--- config.mk ---
export PLATFORM = sky130hd
export DESIGN_NAME = eased_tween_generator
export DESIGN_NICKNAME = d
export VERILOG_FILES = /design/src/hdl/etg_pkg.sv /design/src/hdl/etg_div.sv /design/src/hdl/etg_mul.sv /design/src/hdl/eased_tween_generator.sv
export SDC_FILE = /design/constraint.sdc
export NUM_CORES = 1
export LEC_CHECK = 0
export ABC_AREA = 1
export BUFFER_PORTS_ARGS = -buffer_cell sky130_fd_sc_hd__buf_4
export CAP_MARGIN = 20
export CORE_MARGIN = 8
export CORE_UTILIZATION = 55
export DETAILED_ROUTE_END_ITERATION = 10
export GPL_TIMING_DRIVEN = 1
export PLACE_DENSITY = 0.81
export SLEW_MARGIN = 0
export SYNTH_ARGS = -nofsm -noshare
export SYNTH_HDL_FRONTEND = slang
export SYNTH_SLANG_ARGS = --single-unit
--- constraint.sdc ---
create_clock -name clk -period 15.9 [get_ports clk]
set_clock_uncertainty 0.2 [all_clocks]
set_input_delay 2.385 -clock clk [delete_from_list [all_inputs] [get_ports clk]]
set_output_delay 2.385 -clock clk [all_outputs]
set_load 0.02 [all_outputs]
--- src/hdl/etg_pkg.sv ---
// shared constants and codes for the eased tween generator
`timescale 1ns / 1ps

package etg_pkg;

	// default sizes handed to the top level parameters
	localparam int EASE_FRAC_BITS_DEF = 16;
	localparam int VALUE_WIDTH_DEF    = 24;

	// fixed field widths
	localparam int OP_W      = 3;
	localparam int DELTA_W   = 16;
	localparam int DUR_W     = 24;
	localparam int CURVE_W   = 3;
	localparam int ELAPSED_W = 25;
	localparam int CFG_IDX_W = 2;

	// operation codes
	localparam logic [OP_W-1:0] OP_TICK   = 3'd0;
	localparam logic [OP_W-1:0] OP_START  = 3'd1;
	localparam logic [OP_W-1:0] OP_STOP   = 3'd2;
	localparam logic [OP_W-1:0] OP_PAUSE  = 3'd3;
	localparam logic [OP_W-1:0] OP_RESUME = 3'd4;

	// easing curve codes, anything else runs linear
	localparam logic [CURVE_W-1:0] CRV_LINEAR   = 3'd0;
	localparam logic [CURVE_W-1:0] CRV_EASE_IN  = 3'd1;
	localparam logic [CURVE_W-1:0] CRV_EASE_OUT = 3'd2;
	localparam logic [CURVE_W-1:0] CRV_IN_OUT   = 3'd3;
	localparam logic [CURVE_W-1:0] CRV_BOUNCE   = 3'd4;

	// configuration register indexes
	localparam logic [CFG_IDX_W-1:0] REG_START_VALUE = 2'd0;
	localparam logic [CFG_IDX_W-1:0] REG_END_VALUE   = 2'd1;
	localparam logic [CFG_IDX_W-1:0] REG_DURATION    = 2'd2;
	localparam logic [CFG_IDX_W-1:0] REG_EASING      = 2'd3;

	// reset value of the duration register
	localparam logic [DUR_W-1:0] DUR_RESET = 24'd1;

endpackage

--- src/hdl/etg_div.sv ---
// bit-serial restoring divider for the progress fraction
`timescale 1ns / 1ps

module etg_div #(
	parameter int FRAC_BITS = etg_pkg::EASE_FRAC_BITS_DEF
) (
	input  logic                       clk,
	input  logic                       arst_n,
	input  logic                       start,
	input  logic [etg_pkg::DUR_W-1:0]  num,   // must be below den
	input  logic [etg_pkg::DUR_W-1:0]  den,
	output logic [FRAC_BITS-1:0]       quot,
	output logic                       done
);

	localparam int DW    = etg_pkg::DUR_W;
	localparam int CNT_W = $clog2(FRAC_BITS);

	logic [DW-1:0]        rem_q;
	logic [DW-1:0]        den_q;
	logic [FRAC_BITS-1:0] quot_q;
	logic [CNT_W-1:0]     cnt_q;
	logic                 busy_q;
	logic                 done_q;

	logic [DW:0] rem2;
	logic [DW:0] trial;
	logic        fits;

	// one quotient bit per cycle
	assign rem2  = {rem_q, 1'b0};
	assign trial = rem2 - {1'b0, den_q};
	assign fits  = (rem2 >= {1'b0, den_q});

	always_ff @(posedge clk or negedge arst_n) begin
		if (!arst_n) begin
			busy_q <= 1'b0;
			done_q <= 1'b0;
			cnt_q  <= '0;
		end else begin
			done_q <= 1'b0;
			if (start) begin
				busy_q <= 1'b1;
				cnt_q  <= CNT_W'(FRAC_BITS - 1);
			end else if (busy_q) begin
				cnt_q <= cnt_q - 1'b1;
				if (cnt_q == '0) begin
					busy_q <= 1'b0;
					done_q <= 1'b1;
				end
			end
		end
	end

	always_ff @(posedge clk) begin
		if (start) begin
			rem_q  <= num;
			den_q  <= den;
			quot_q <= '0;
		end else if (busy_q) begin
			rem_q  <= fits ? trial[DW-1:0] : rem2[DW-1:0];
			quot_q <= {quot_q[FRAC_BITS-2:0], fits};
		end
	end

	assign quot = quot_q;
	assign done = done_q;

endmodule

--- src/hdl/etg_mul.sv ---
// bit-serial shift-add multiplier, signed multiplicand by unsigned multiplier
`timescale 1ns / 1ps

module etg_mul #(
	parameter int AW = 25,
	parameter int BW = 20
) (
	input  logic                 clk,
	input  logic                 arst_n,
	input  logic                 start,
	input  logic signed [AW-1:0] a,
	input  logic [BW-1:0]        b,
	output logic signed [AW+BW:0] prod,
	output logic                 done
);

	localparam int CNT_W = $clog2(BW);

	logic signed [AW-1:0] a_q;
	logic signed [AW:0]   hi_q;
	logic [BW-1:0]        lo_q;
	logic [CNT_W-1:0]     cnt_q;
	logic                 busy_q;
	logic                 done_q;

	logic signed [AW:0] sum;

	// add the multiplicand when the low multiplier bit is set, then shift right
	assign sum = hi_q + (lo_q[0] ? (AW+1)'(a_q) : '0);

	always_ff @(posedge clk or negedge arst_n) begin
		if (!arst_n) begin
			busy_q <= 1'b0;
			done_q <= 1'b0;
			cnt_q  <= '0;
		end else begin
			done_q <= 1'b0;
			if (start) begin
				busy_q <= 1'b1;
				cnt_q  <= CNT_W'(BW - 1);
			end else if (busy_q) begin
				cnt_q <= cnt_q - 1'b1;
				if (cnt_q == '0) begin
					busy_q <= 1'b0;
					done_q <= 1'b1;
				end
			end
		end
	end

	always_ff @(posedge clk) begin
		if (start) begin
			a_q  <= a;
			hi_q <= '0;
			lo_q <= b;
		end else if (busy_q) begin
			hi_q <= {sum[AW], sum[AW:1]};
			lo_q <= {sum[0], lo_q[BW-1:1]};
		end
	end

	assign prod = {hi_q, lo_q};
	assign done = done_q;

endmodule

--- src/hdl/eased_tween_generator.sv ---
// top level of the eased tween generator: op decode, flags, easing sequencer
`timescale 1ns / 1ps

// channel   dir  signals                            contents
// s_        in   s_tvalid s_tready s_tdata s_tuser  s_tuser operation, s_tdata delta_time
// m_        out  m_tvalid m_tready m_tdata m_tlast  m_tdata eased_value, m_tlast done_res
// cfg_      in   cfg_we cfg_index cfg_data          register write, no read-back
//
// a tick that lands before the end runs in order:
// one serial divide (one quotient bit a cycle), then a square and the final
// scale on one shared bit-serial multiplier;
// a final tick skips the divide, linear skips the square
// start emits the start value, stop/pause/resume and ignored ticks emit nothing
// one item at a time; s_tready is low while an item is in flight
// a finished result sits in the output register, a stalled m_tready holds it
// reset clears flags, elapsed time and registers to their reset values

module eased_tween_generator #(
	parameter int EASE_FRAC_BITS = etg_pkg::EASE_FRAC_BITS_DEF,
	parameter int VALUE_WIDTH    = etg_pkg::VALUE_WIDTH_DEF
) (
	input  logic clk,
	input  logic arst_n,

	input  logic                          s_tvalid,
	output logic                          s_tready,
	input  logic [etg_pkg::DELTA_W-1:0]   s_tdata,   // [15:0] delta_time
	input  logic [etg_pkg::OP_W-1:0]      s_tuser,   // [2:0] operation

	output logic                          m_tvalid,
	input  logic                          m_tready,
	output logic [((VALUE_WIDTH+7)/8)*8-1:0] m_tdata, // [VALUE_WIDTH-1:0] eased_value
	output logic                          m_tlast,   // done_res, last result of a run

	input  logic                          cfg_we,
	input  logic [etg_pkg::CFG_IDX_W-1:0] cfg_index,
	input  logic [((VALUE_WIDTH > etg_pkg::DUR_W) ? VALUE_WIDTH : etg_pkg::DUR_W)-1:0] cfg_data
);

	localparam int F     = EASE_FRAC_BITS;
	localparam int VW    = VALUE_WIDTH;
	localparam int EW    = F + 1;                          // eased/progress width, holds 1.0
	localparam int BW    = F + 4;                          // square operand width
	localparam int AW    = (VW + 1 > F + 5) ? VW + 1 : F + 5;
	localparam int PW    = AW + BW + 1;
	localparam int OUT_W = ((VW + 7) / 8) * 8;
	localparam int XW    = EW + 5;                         // bounce working width
	localparam int ELW   = etg_pkg::ELAPSED_W;
	localparam int DW    = etg_pkg::DUR_W;

	localparam logic [EW-1:0] ONE   = EW'(1) << F;
	localparam logic [EW-1:0] HALF  = EW'(1) << (F - 1);
	localparam logic [EW-1:0] C_B1  = EW'((3 << F) >> 2);
	localparam logic [EW-1:0] C_B2  = EW'((15 << F) >> 4);
	localparam logic [EW-1:0] C_B3  = EW'((63 << F) >> 6);

	typedef enum logic [2:0] {
		ST_IDLE,
		ST_DIV,
		ST_PREP,
		ST_SQR,
		ST_SCL_GO,
		ST_SCALE,
		ST_EMIT
	} state_t;

	// configuration registers
	logic [VW-1:0]                    start_q;
	logic [VW-1:0]                    end_q;
	logic [DW-1:0]                    dur_q;
	logic [etg_pkg::CURVE_W-1:0]      curve_q;

	// animation state and datapath registers
	state_t         state_q;
	logic [ELW-1:0] elapsed_q;
	logic           running_q;
	logic           paused_q;
	logic           completed_q;
	logic [EW-1:0]  t_q;
	logic [EW-1:0]  e_q;
	logic [VW-1:0]  val_q;
	logic           done_q;
	logic           m_tvalid_q;
	logic [VW-1:0]  out_val_q;
	logic           out_done_q;

	logic            accept;
	logic [DW-1:0]   dur_eff;
	logic [ELW:0]    elapsed_sum;
	logic [ELW-1:0]  elapsed_sat;
	logic            reach_end;
	logic            tick_live;
	logic            div_start;
	logic [F-1:0]    div_quot;
	logic            div_done;

	logic [XW-1:0]        t11;
	logic signed [XW-1:0] bnc_u;
	logic [XW-1:0]        bnc_abs;
	logic [1:0]           bnc_seg;
	logic [BW-1:0]        sq_op;
	logic                 use_sq;
	logic [2*BW-1:0]      sq;
	logic [EW-1:0]        ease_sq;

	logic signed [VW:0]   diff;
	logic signed [AW-1:0] mul_a;
	logic [BW-1:0]        mul_b;
	logic                 mul_start;
	logic signed [PW-1:0] mul_prod;
	logic                 mul_done;
	logic signed [PW-1:0] scaled;

	// config writes, to be made only while the block is idle; the block does not enforce this
	always_ff @(posedge clk or negedge arst_n) begin
		if (!arst_n) begin
			start_q <= '0;
			end_q   <= '0;
			dur_q   <= etg_pkg::DUR_RESET;
			curve_q <= etg_pkg::CRV_LINEAR;
		end else if (cfg_we) begin
			unique case (cfg_index)
				etg_pkg::REG_START_VALUE: start_q <= cfg_data[VW-1:0];
				etg_pkg::REG_END_VALUE:   end_q   <= cfg_data[VW-1:0];
				etg_pkg::REG_DURATION:    dur_q   <= cfg_data[DW-1:0];
				etg_pkg::REG_EASING:      curve_q <= cfg_data[etg_pkg::CURVE_W-1:0];
				default: ;
			endcase
		end
	end

	assign s_tready = (state_q == ST_IDLE);
	assign accept   = s_tvalid && s_tready;

	// zero duration behaves as one time unit
	assign dur_eff = (dur_q == '0) ? DW'(1) : dur_q;

	// elapsed time saturates at its full-scale value
	assign elapsed_sum = {1'b0, elapsed_q} + (ELW+1)'(s_tdata);
	assign elapsed_sat = elapsed_sum[ELW] ? {ELW{1'b1}} : elapsed_sum[ELW-1:0];
	assign reach_end   = (elapsed_sat >= ELW'(dur_eff));
	assign tick_live   = running_q && !paused_q && !completed_q;

	assign div_start = accept && (s_tuser == etg_pkg::OP_TICK) && tick_live && !reach_end;

	// fraction of the run, elapsed is below duration here
	etg_div #(
		.FRAC_BITS (F)
	) u_div (
		.clk    (clk),
		.arst_n (arst_n),
		.start  (div_start),
		.num    (elapsed_sat[DW-1:0]),
		.den    (dur_eff),
		.quot   (div_quot),
		.done   (div_done)
	);

	// bounce segments break where 11*t crosses 4, 8 and 10
	assign t11 = (XW'(t_q) << 3) + (XW'(t_q) << 1) + XW'(t_q);

	always_comb begin
		if (t11 < (XW'(4) << F)) begin
			bnc_seg = 2'd0;
		end else if (t11 < (XW'(8) << F)) begin
			bnc_seg = 2'd1;
		end else if (t11 < (XW'(10) << F)) begin
			bnc_seg = 2'd2;
		end else begin
			bnc_seg = 2'd3;
		end
	end

	// u = 22*t - k*ONE, k picked by segment
	always_comb begin
		case (bnc_seg)
			2'd0:    bnc_u = $signed(t11 << 1);
			2'd1:    bnc_u = $signed((t11 << 1) - (XW'(12) << F));
			2'd2:    bnc_u = $signed((t11 << 1) - (XW'(18) << F));
			default: bnc_u = $signed((t11 << 1) - (XW'(21) << F));
		endcase
		bnc_abs = (bnc_u < 0) ? XW'(-bnc_u) : XW'(bnc_u);
	end

	// operand to square, and whether the curve squares at all
	always_comb begin
		use_sq = 1'b1;
		case (curve_q) inside
			etg_pkg::CRV_EASE_IN:  sq_op = BW'(t_q);
			etg_pkg::CRV_EASE_OUT: sq_op = BW'(ONE - t_q);
			etg_pkg::CRV_IN_OUT:   sq_op = (t_q < HALF) ? BW'(t_q) : (BW'(ONE - t_q) << 1);
			etg_pkg::CRV_BOUNCE:   sq_op = bnc_abs[BW-1:0];
			default: begin
				sq_op  = BW'(t_q);
				use_sq = 1'b0;
			end
		endcase
	end

	// shape the square into the eased fraction
	assign sq = mul_prod[2*BW-1:0];

	always_comb begin
		case (curve_q) inside
			etg_pkg::CRV_EASE_IN:  ease_sq = EW'(sq >> F);
			etg_pkg::CRV_EASE_OUT: ease_sq = ONE - EW'(sq >> F);
			etg_pkg::CRV_IN_OUT:
				ease_sq = (t_q < HALF) ? EW'(sq >> (F - 1)) : ONE - EW'(sq >> (F + 1));
			etg_pkg::CRV_BOUNCE: begin
				case (bnc_seg)
					2'd0:    ease_sq = EW'(sq >> (F + 6));
					2'd1:    ease_sq = EW'(sq >> (F + 6)) + C_B1;
					2'd2:    ease_sq = EW'(sq >> (F + 6)) + C_B2;
					default: ease_sq = EW'(sq >> (F + 6)) + C_B3;
				endcase
			end
			default: ease_sq = t_q;
		endcase
	end

	// shared multiplier: square first, then (end - start) * eased
	assign diff      = $signed({end_q[VW-1], end_q}) - $signed({start_q[VW-1], start_q});
	assign mul_start = ((state_q == ST_PREP) && use_sq) || (state_q == ST_SCL_GO);
	assign mul_a     = (state_q == ST_SCL_GO) ? AW'(diff) : $signed(AW'(sq_op));
	assign mul_b     = (state_q == ST_SCL_GO) ? BW'(e_q) : sq_op;

	etg_mul #(
		.AW (AW),
		.BW (BW)
	) u_mul (
		.clk    (clk),
		.arst_n (arst_n),
		.start  (mul_start),
		.a      (mul_a),
		.b      (mul_b),
		.prod   (mul_prod),
		.done   (mul_done)
	);

	// floor shift back to value scale
	assign scaled = mul_prod >>> F;

	// sequencer, flags and output register
	always_ff @(posedge clk or negedge arst_n) begin
		if (!arst_n) begin
			state_q     <= ST_IDLE;
			elapsed_q   <= '0;
			running_q   <= 1'b0;
			paused_q    <= 1'b0;
			completed_q <= 1'b0;
			m_tvalid_q  <= 1'b0;
			done_q      <= 1'b0;
			t_q         <= '0;
			e_q         <= '0;
			val_q       <= '0;
			out_val_q   <= '0;
			out_done_q  <= 1'b0;
		end else begin
			// the emit step reloads the output register itself
			if (m_tvalid_q && m_tready && (state_q != ST_EMIT)) begin
				m_tvalid_q <= 1'b0;
			end
			unique case (state_q)
				ST_IDLE: begin
					if (accept) begin
						unique case (s_tuser) inside
							etg_pkg::OP_TICK: begin
								if (tick_live) begin
									elapsed_q <= elapsed_sat;
									done_q    <= reach_end;
									if (reach_end) begin
										completed_q <= 1'b1;
										running_q   <= 1'b0;
										t_q         <= ONE;
										state_q     <= ST_PREP;
									end else begin
										state_q <= ST_DIV;
									end
								end
							end
							etg_pkg::OP_START: begin
								running_q   <= 1'b1;
								elapsed_q   <= '0;
								completed_q <= 1'b0;
								paused_q    <= 1'b0;
								val_q       <= start_q;
								done_q      <= 1'b0;
								state_q     <= ST_EMIT;
							end
							etg_pkg::OP_STOP:   running_q <= 1'b0;
							etg_pkg::OP_PAUSE:  paused_q  <= 1'b1;
							etg_pkg::OP_RESUME: paused_q  <= 1'b0;
							default: ;
						endcase
					end
				end
				ST_DIV: begin
					if (div_done) begin
						t_q     <= EW'(div_quot);
						state_q <= ST_PREP;
					end
				end
				ST_PREP: begin
					if (use_sq) begin
						state_q <= ST_SQR;
					end else begin
						e_q     <= t_q;
						state_q <= ST_SCL_GO;
					end
				end
				ST_SQR: begin
					if (mul_done) begin
						e_q     <= ease_sq;
						state_q <= ST_SCL_GO;
					end
				end
				ST_SCL_GO: state_q <= ST_SCALE;
				ST_SCALE: begin
					if (mul_done) begin
						val_q   <= start_q + scaled[VW-1:0];
						state_q <= ST_EMIT;
					end
				end
				ST_EMIT: begin
					// wait for the output register to free up
					if (!m_tvalid_q || m_tready) begin
						m_tvalid_q <= 1'b1;
						out_val_q  <= val_q;
						out_done_q <= done_q;
						state_q    <= ST_IDLE;
					end
				end
				default: state_q <= ST_IDLE;
			endcase
		end
	end

	assign m_tvalid = m_tvalid_q;
	assign m_tdata  = OUT_W'(out_val_q);
	assign m_tlast  = out_done_q;

`ifndef SYNTHESIS
	// a finished run is never still running
	assert property (@(posedge clk) disable iff (!arst_n) !(running_q && completed_q))
		else $error("running and completed set together");

	// divider results only arrive while the sequencer waits for them
	assert property (@(posedge clk) disable iff (!arst_n) div_done |-> (state_q == ST_DIV))
		else $error("divider finished outside the divide step");

	// multiplier results only arrive in the square or scale step
	assert property (@(posedge clk) disable iff (!arst_n)
		mul_done |-> (state_q == ST_SQR || state_q == ST_SCALE))
		else $error("multiplier finished outside a multiply step");

	// a transfer that completes the run leaves the flags in the completed state
	assert property (@(posedge clk) disable iff (!arst_n)
		(state_q == ST_EMIT && done_q) |-> (completed_q && !running_q))
		else $error("completing result without completed flag");
`endif

endmodule

==> metrics.md, run 1 <==
| Metric | Value |
|---|---|
| Worst slew pin tran | 1080 ps |
| Relative slew margins | 27.6% |
| Initial Util | approximately 56% |
| Post_cts resized | 0 |
| DRC Markers | 0 |
| WP data arrival | a little over 7000 ps |
| All-Layer GR Usage | a little over a quarter |
| Wire per inst | roughly 18 um |
| Hold Crit Depth | 2 |
| Die W | 230 um |
| Total grt overflow | 0 |
| Final RePlAce weighted congestion | about 1 |
| Crit. End Element | flop |
| RSZ-0062 raised after global routing | false |
| Die Area | approximately 53000 um^2 |
| Worst path slowest cell | nand2_1 |
| Largest net degree at the start of global routing | 73 |
| Vias in the first global route | 21900 |
| Global-route wire length before repair | 117000 um |
| Final antenna-violating net count | 0 |
| Most common cell after layout, fill and taps aside | nand2_1 |
| CTS Buffer Depth | 3 |
| Area growth, synth to finish | 9.27% |
| WP data required | approximately 16000 ps |
| HP Class | reg2reg |
| Initial drt markers | around 2400 |
| Std-Cell Rows | 78 |
| PortBufs | 76 |
| Routed via count | 23700 |
| Synth top area cells | dfrtp_1 20%, nand2_1 13%, edfxtp_1 11%, ha_1 8.5%, inv_1 7.4% |
| Yosys Warn Count | 0 |
| Min-Delay Endpoint | u_mul.hi_q[21]$_SDFFE_PN0P_ |
| Async SR Flop Fraction | 60.4% |
| Share of the synthesized area in the top cell type | between 20% and 30% |
| Reg2reg path depth | 30 |
| Crit path top cell by count | nand2_1 |
| Maxcap violations | 0 |
| TNS Setup | 0 ps |
| Reg-to-Reg End | u_div.rem_q[1]$_DFFE_PP_ |
| Nets | 3728 |
| Crit-path max cell delay | roughly 770 ps |
| Worst r2r src | elapsed_q[9]$_DFFE_PN0P_ |
| #FFs+latches synth | 338 |
| Mapped cell area | roughly 25000 um^2 |
| Final worst path period need | about 7300 ps |
| Status | completed |
| CTS sink cnt | roughly 340 |
| Placement Cell Area | 26000 um^2 |
| Crit path max fanout | 24 |
| Share of cells above drive strength 1 | around 7.4% |
| Pwr Density | roughly 210 nW/um^2 |
| DR vias/cell | around 5.7 |
| Mapped Cells | 3479 |
| Synth Flop Type | dfrtp_1 |
| Setup violators final | 0 |
| H-tree depth | 2 |
| Setup crit start kind | input pin |
| Buf/Inv on CP | 6 |
| Leakage Power | roughly 0.014 uW |
| Number of enable flip-flop cells after synthesis | 93 |
| Initial antenna violation count | 6 |
| Synth Area per Inst | about 7.2 um^2 |
| Die span in y | between 200 and 250 um |
| Routed Wire Length | about 74000 um |
| Setup Buffers After CTS | 0 |
| Final hold vios | 0 |
| Slew Limit Fails | 0 |
| Layout fillers | just over 4000 |
| Pwr Total | between 5000 and 6000 uW |
| Fin area | about 27000 um^2 |
| Final worst-path cycle share | a little under half |
| Maximum clock rate | approximately 140 MHz |
| CTS buffer count | 37 |
| Reg2Reg Setup Slack | a little over 10000 ps |
| Post-Syn Nets | between 3000 and 4000 |
| Hold buffer count at CTS | 0 |
| CTS clk-pin slew, worst paths | approximately 60 ps |
| Ports | just under 80 |
| Cell taking the most area after synthesis | dfrtp_1 |
| Core area | roughly 45000 um^2 |
| Pre-antenna DRT Iters | 8 |
| Top delay family on crit path | simple AND/OR/NAND/NOR gates |
| Clk Latency, worst-skew pair | about 550 ps |
| Post-synth cell types | 70 |
| TritonCTS clock tree | yes |
| Crit path kind | in2reg |
| CTS Root Buffer Type | clkbuf_16 |
| HP Start | u_mul.hi_q[21]$_SDFFE_PN0P_ |
| Worst VDD drop | around 0.15 mV |
| Hpwl dp | 56000 um |
| Commonest cells after routing, fill and taps aside | 885 x nand2_1, 494 x inv_1, 367 x o21ai_0, 246 x a21oi_1, 203 x dfrtp_1 |
| Sequential share of the synthesized area | a little over a third |
flip-flops by register name, summed over array words and instances (netlist names), 3 cells and up:
signal	flops
elapsed_q	25
u_mul.a_q	25
u_mul.hi_q	25
dur_q	24
end_q	24
m_tdata	24
start_q	24
u_div.den_q	24
u_div.rem_q	24
val_q	24
u_mul.lo_q	20
e_q	17
t_q	17
u_div.quot	16
u_mul.cnt_q	5
u_div.cnt_q	4
curve_q	3
state_q	3
worst max path at each step:
stage | startpoint | endpoint | cells past startpoint
after floorplan | s_tdata[9] | u_div.rem_q[0]$_DFFE_PP_ | 32
after global routing | s_tdata[9] | u_div.rem_q[12]$_DFFE_PP_ | 31
final | s_tdata[9] | u_div.rem_q[1]$_DFFE_PP_ | 31
after global placement | s_tdata[9] | u_div.den_q[10]$_DFFE_PP_ | 31
after CTS | s_tdata[9] | u_div.den_q[10]$_DFFE_PP_ | 31
after detailed placement | s_tdata[9] | u_div.rem_q[23]$_DFFE_PP_ | 33
logic make-up (layout without fill, tap and decap cells):
group	after synthesis	after routing	synth area share, %
AOI/OAI and AO/OA	803	803	17.7
xor gates and xnor gates	108	108	3.77
adders and majority gates	191	191	10.1
buffers and inverters	652	689	9.99
DFF	338	338	34.8
muxes	2	2	0.0898
other	0	2	0
and+or+nand+nor	1385	1385	23.6
layer usage:
layer | up-vias | part of all wire (%) | track usage (%)
li1 | 11500 | - | -
met1 | 11000 | 42 | 36.3
met2 | 1010 | 46 | 44.2
met3 | 187 | 8.1 | 4.24
met4 | 0 | 3.9 | 10.3
met5 | - | 0 | 0
through the flow:
step / instances / utilization (%) / worst slack [ps] / hold WS [ps]
after global routing: 4116 / 60.7 / 8150 / 289
after detailed placement: 4045 / 57.6 / 7840 / 246
after CTS: 4113 / 60.6 / 8420 / 257
final: 4118 / 60.7 / 8590 / 255
after global placement: 4045 / 57.6 / 8020 / 246
after floorplan: 3479 / - / 8890 / 233
where the power goes:
part / internal (uW) / leakage (uW) / switching (uW)
combinational: 1130 / 0.00929 / 2180
clock: 556 / 0.000653 / 368
sequential: 1210 / 0.00378 / 324
total: 2900 / 0.0137 / 2870
synth_stat cells (34+ instances only):
library cell    n
a21oi_1       246
clkbuf_1      102
dfrtp_1       203
dfxtp_1        41
edfxtp_1       93
ha_1          171
inv_1         494
nand2_1       886
nand3_1       163
nor2_1        176
nor3_1         34
o211ai_1       37
o21ai_0       367
xor2_1         77
worst reg2reg max path: cells and delay by family (launching register included):
kind	cells	cell delay, ps
fa+ha+maj	2	620
buf+inv	5	750
flops	1	390
compound gates	5	790
simple gates	18	2610
area by class of cell:
cell class	instances	area (um^2)	share of cell area [%]
multi-input cells	2489	13900	50.6
flip-flops and latches	338	8720	31.8
inverters	522	1970	7.17
clock buffers	51	1140	4.17
repair buffers	99	777	2.83
well taps	600	751	2.74
clock inverters	17	179	0.653
diodes	2	5.00	0.0183
Power figures use the tool's default switching activity.
==> run 2, diff against run 1 <==
==> constraint.sdc (replaced) <==
create_clock -name clk -period 7.45 [get_ports clk]
set_clock_uncertainty 0.2 [all_clocks]
set_input_delay 1.1175 -clock clk [delete_from_list [all_inputs] [get_ports clk]]
set_output_delay 1.1175 -clock clk [all_outputs]
set_load 0.02 [all_outputs]
==> run 2 against run 1 <==
Against the previous run: cell area fell by 0.46%; global-route usage decreased by 0.32 points; hold slack gained 4.2 ps; sequential cell count did not move; critical path depth shrank 1; power up 110%; sequential share of layout area grew 0.15 points; final cell count about the same; critical path type unchanged.
==> metrics.md, run 2 (synthesis results as in run 1) <==
| Metric | Value |
|---|---|
| Status | completed |
| Wire per inst | roughly 18 um |
| Initial antenna violation count | 5 |
| Fin area | 27300 um^2 |
| Commonest cells after routing, fill and taps aside | 885 x nand2_1, 494 x inv_1, 367 x o21ai_0, 246 x a21oi_1, 203 x dfrtp_1 |
| Min-Delay Endpoint | u_mul.hi_q[21]$_SDFFE_PN0P_ |
| Worst r2r src | elapsed_q[10]$_DFFE_PN0P_ |
| Maxcap violations | 0 |
| TritonCTS clock tree | yes |
| Hold Crit Depth | 2 |
| Std-Cell Rows | just under 80 |
| Final core occ | just over 60% |
| WP data arrival | between 6000 and 7000 ps |
| Antenna Cells | 0 |
| CTS Buffer Depth | 3 |
| CTS Root Buffer Type | clkbuf_16 |
| Initial drt markers | 2423 |
| Routed Wire Length | between 70000 and 80000 um |
| Crit path top cell by count | nand2_1 |
| Vias in the first global route | about 22000 |
| CTS clk-pin slew, worst paths | approximately 60 ps |
| H-tree depth | 2 |
| Setup Buffers After CTS | 0 |
| Placement Cell Area | 26100 um^2 |
| Final worst path period need | 6180 ps |
| DR vias/cell | around 5.7 |
| Reg2Reg Setup Slack | between 1500 and 2000 ps |
| HP Start | u_mul.hi_q[21]$_SDFFE_PN0P_ |
| Nets | roughly 3700 |
| Maximum clock rate | about 160 MHz |
| Global-route wire length before repair | approximately 120000 um |
| Largest regs | elapsed_q x25, u_mul.a_q x25, u_mul.hi_q x25 |
| Core area | between 40000 and 50000 um^2 |
| Final antenna-violating net count | 0 |
| CTS sink cnt | ~340 |
| CTS buffer count | 37 |
| Worst path slowest cell | a21boi_0 |
| Ports | 77 |
| Worst VDD drop | about 0.30 mV |
| Initial Util | a little under three fifths |
| Reg2reg path depth | 29 |
| Pre-antenna DRT Iters | 6 |
| Setup violators final | 0 |
| Share of cells above drive strength 1 | around 7% |
| Die Area | 52700 um^2 |
| Slew Limit Fails | 0 |
| Area growth, synth to finish | 8.77% |
| Crit-path max cell delay | 420 ps |
| HP Class | reg2reg |
| Hold buffer count at CTS | 0 |
| Routed via count | 23600 |
| Final hold vios | 0 |
| TNS Setup | 0 ps |
| Total grt overflow | 0 |
| Most common cell after layout, fill and taps aside | nand2_1 |
| Worst slew pin tran | roughly 1000 ps |
| Clk Latency, worst-skew pair | around 570 ps |
| Crit path kind | in2reg |
| Die span in y | 230 um |
| WP data required | 7460 ps |
| All-Layer GR Usage | 26.9% |
| Post_cts resized | 0 |
| Leakage Power | roughly 0.014 uW |
| RSZ-0062 raised after global routing | false |
| Reg-to-Reg End | u_div.rem_q[16]$_DFFE_PP_ |
| Crit path max fanout | 35 |
| PortBufs | 76 |
| Setup crit start kind | input pin |
| Final worst-path cycle share | 83.0% |
| Relative slew margins | between 30% and 40% |
| DRC Markers | 0 |
| Largest net degree at the start of global routing | approximately 160 |
| Pwr Density | around 440 nW/um^2 |
| Crit. End Element | flop |
| Final RePlAce weighted congestion | around 1 |
| Die W | ~230 um |
| Hpwl dp | 54900 um |
## run 2: changes by cell type in the layout (fill, tap and decap cells not counted), sizes merged
cell    change
diode       -2
buf         +1
bufinv      -1
clkbuf      +1
clkinv      +1
inv         -1
## run 2: layout make-up
class,count,area (um^2)
Inverter,522,1970
Timing Repair Buffer,100,790
Clock buffer,52,1020
Fill cell,4049,17900
Sequential cell,338,8720
Clock inverter,16,166
Tap cell,600,751
Multi-Input combinational cell,2489,13900
## run 2: layer usage
metal  up-vias  routed length, um  global-route usage (%)
met5         -                  0                       0
met4         0               2590                    10.1
met3       163               5790                    4.24
met2       989              33500                    43.6
met1     10900              31000                    35.9
li1      11500                  -                       -
## run 2: critical path: cells and delay by family
family	cells	cell delay, ps
AOI/OAI and AO/OA	8	1610
adders and majority gates	2	640
buffers and inverters	6	940
and+or+nand+nor	14	1850
## run 2: metrics by stage
step	hold WS (ps)	setup WS, ps	cells	total power [uW]
after floorplan	233	1710	3479	8340
after global placement	246	1070	4047	10000
after detailed placement	250	880	4047	10200
after CTS	259	1410	4115	12000
after global routing	294	822	4117	13200
final	259	1270	4117	12100
## run 2: report_power, final
part | internal [uW] | switching [uW]
combinational | 2410 | 4640
sequential | 2590 | 686
clock | 1040 | 782
total | 6030 | 6110
## run 2: worst max-delay path by stage
| stage | slack (ps) | depth (start not counted) | from | to |
|---|---|---|---|---|
| CTS | 1410 | 30 | s_tdata[10] | u_div.rem_q[11]$_DFFE_PP_ |
| global route | 820 | 32 | s_tdata[11] | u_div.rem_q[11]$_DFFE_PP_ |
| finish | 1270 | 30 | s_tdata[10] | u_div.rem_q[16]$_DFFE_PP_ |
| global placement | 1070 | 30 | s_tdata[2] | u_div.rem_q[15]$_DFFE_PP_ |
| detailed placement | 880 | 30 | s_tdata[10] | u_div.rem_q[11]$_DFFE_PP_ |
| floorplan | 1710 | 32 | s_tdata[9] | u_div.rem_q[0]$_DFFE_PP_ |
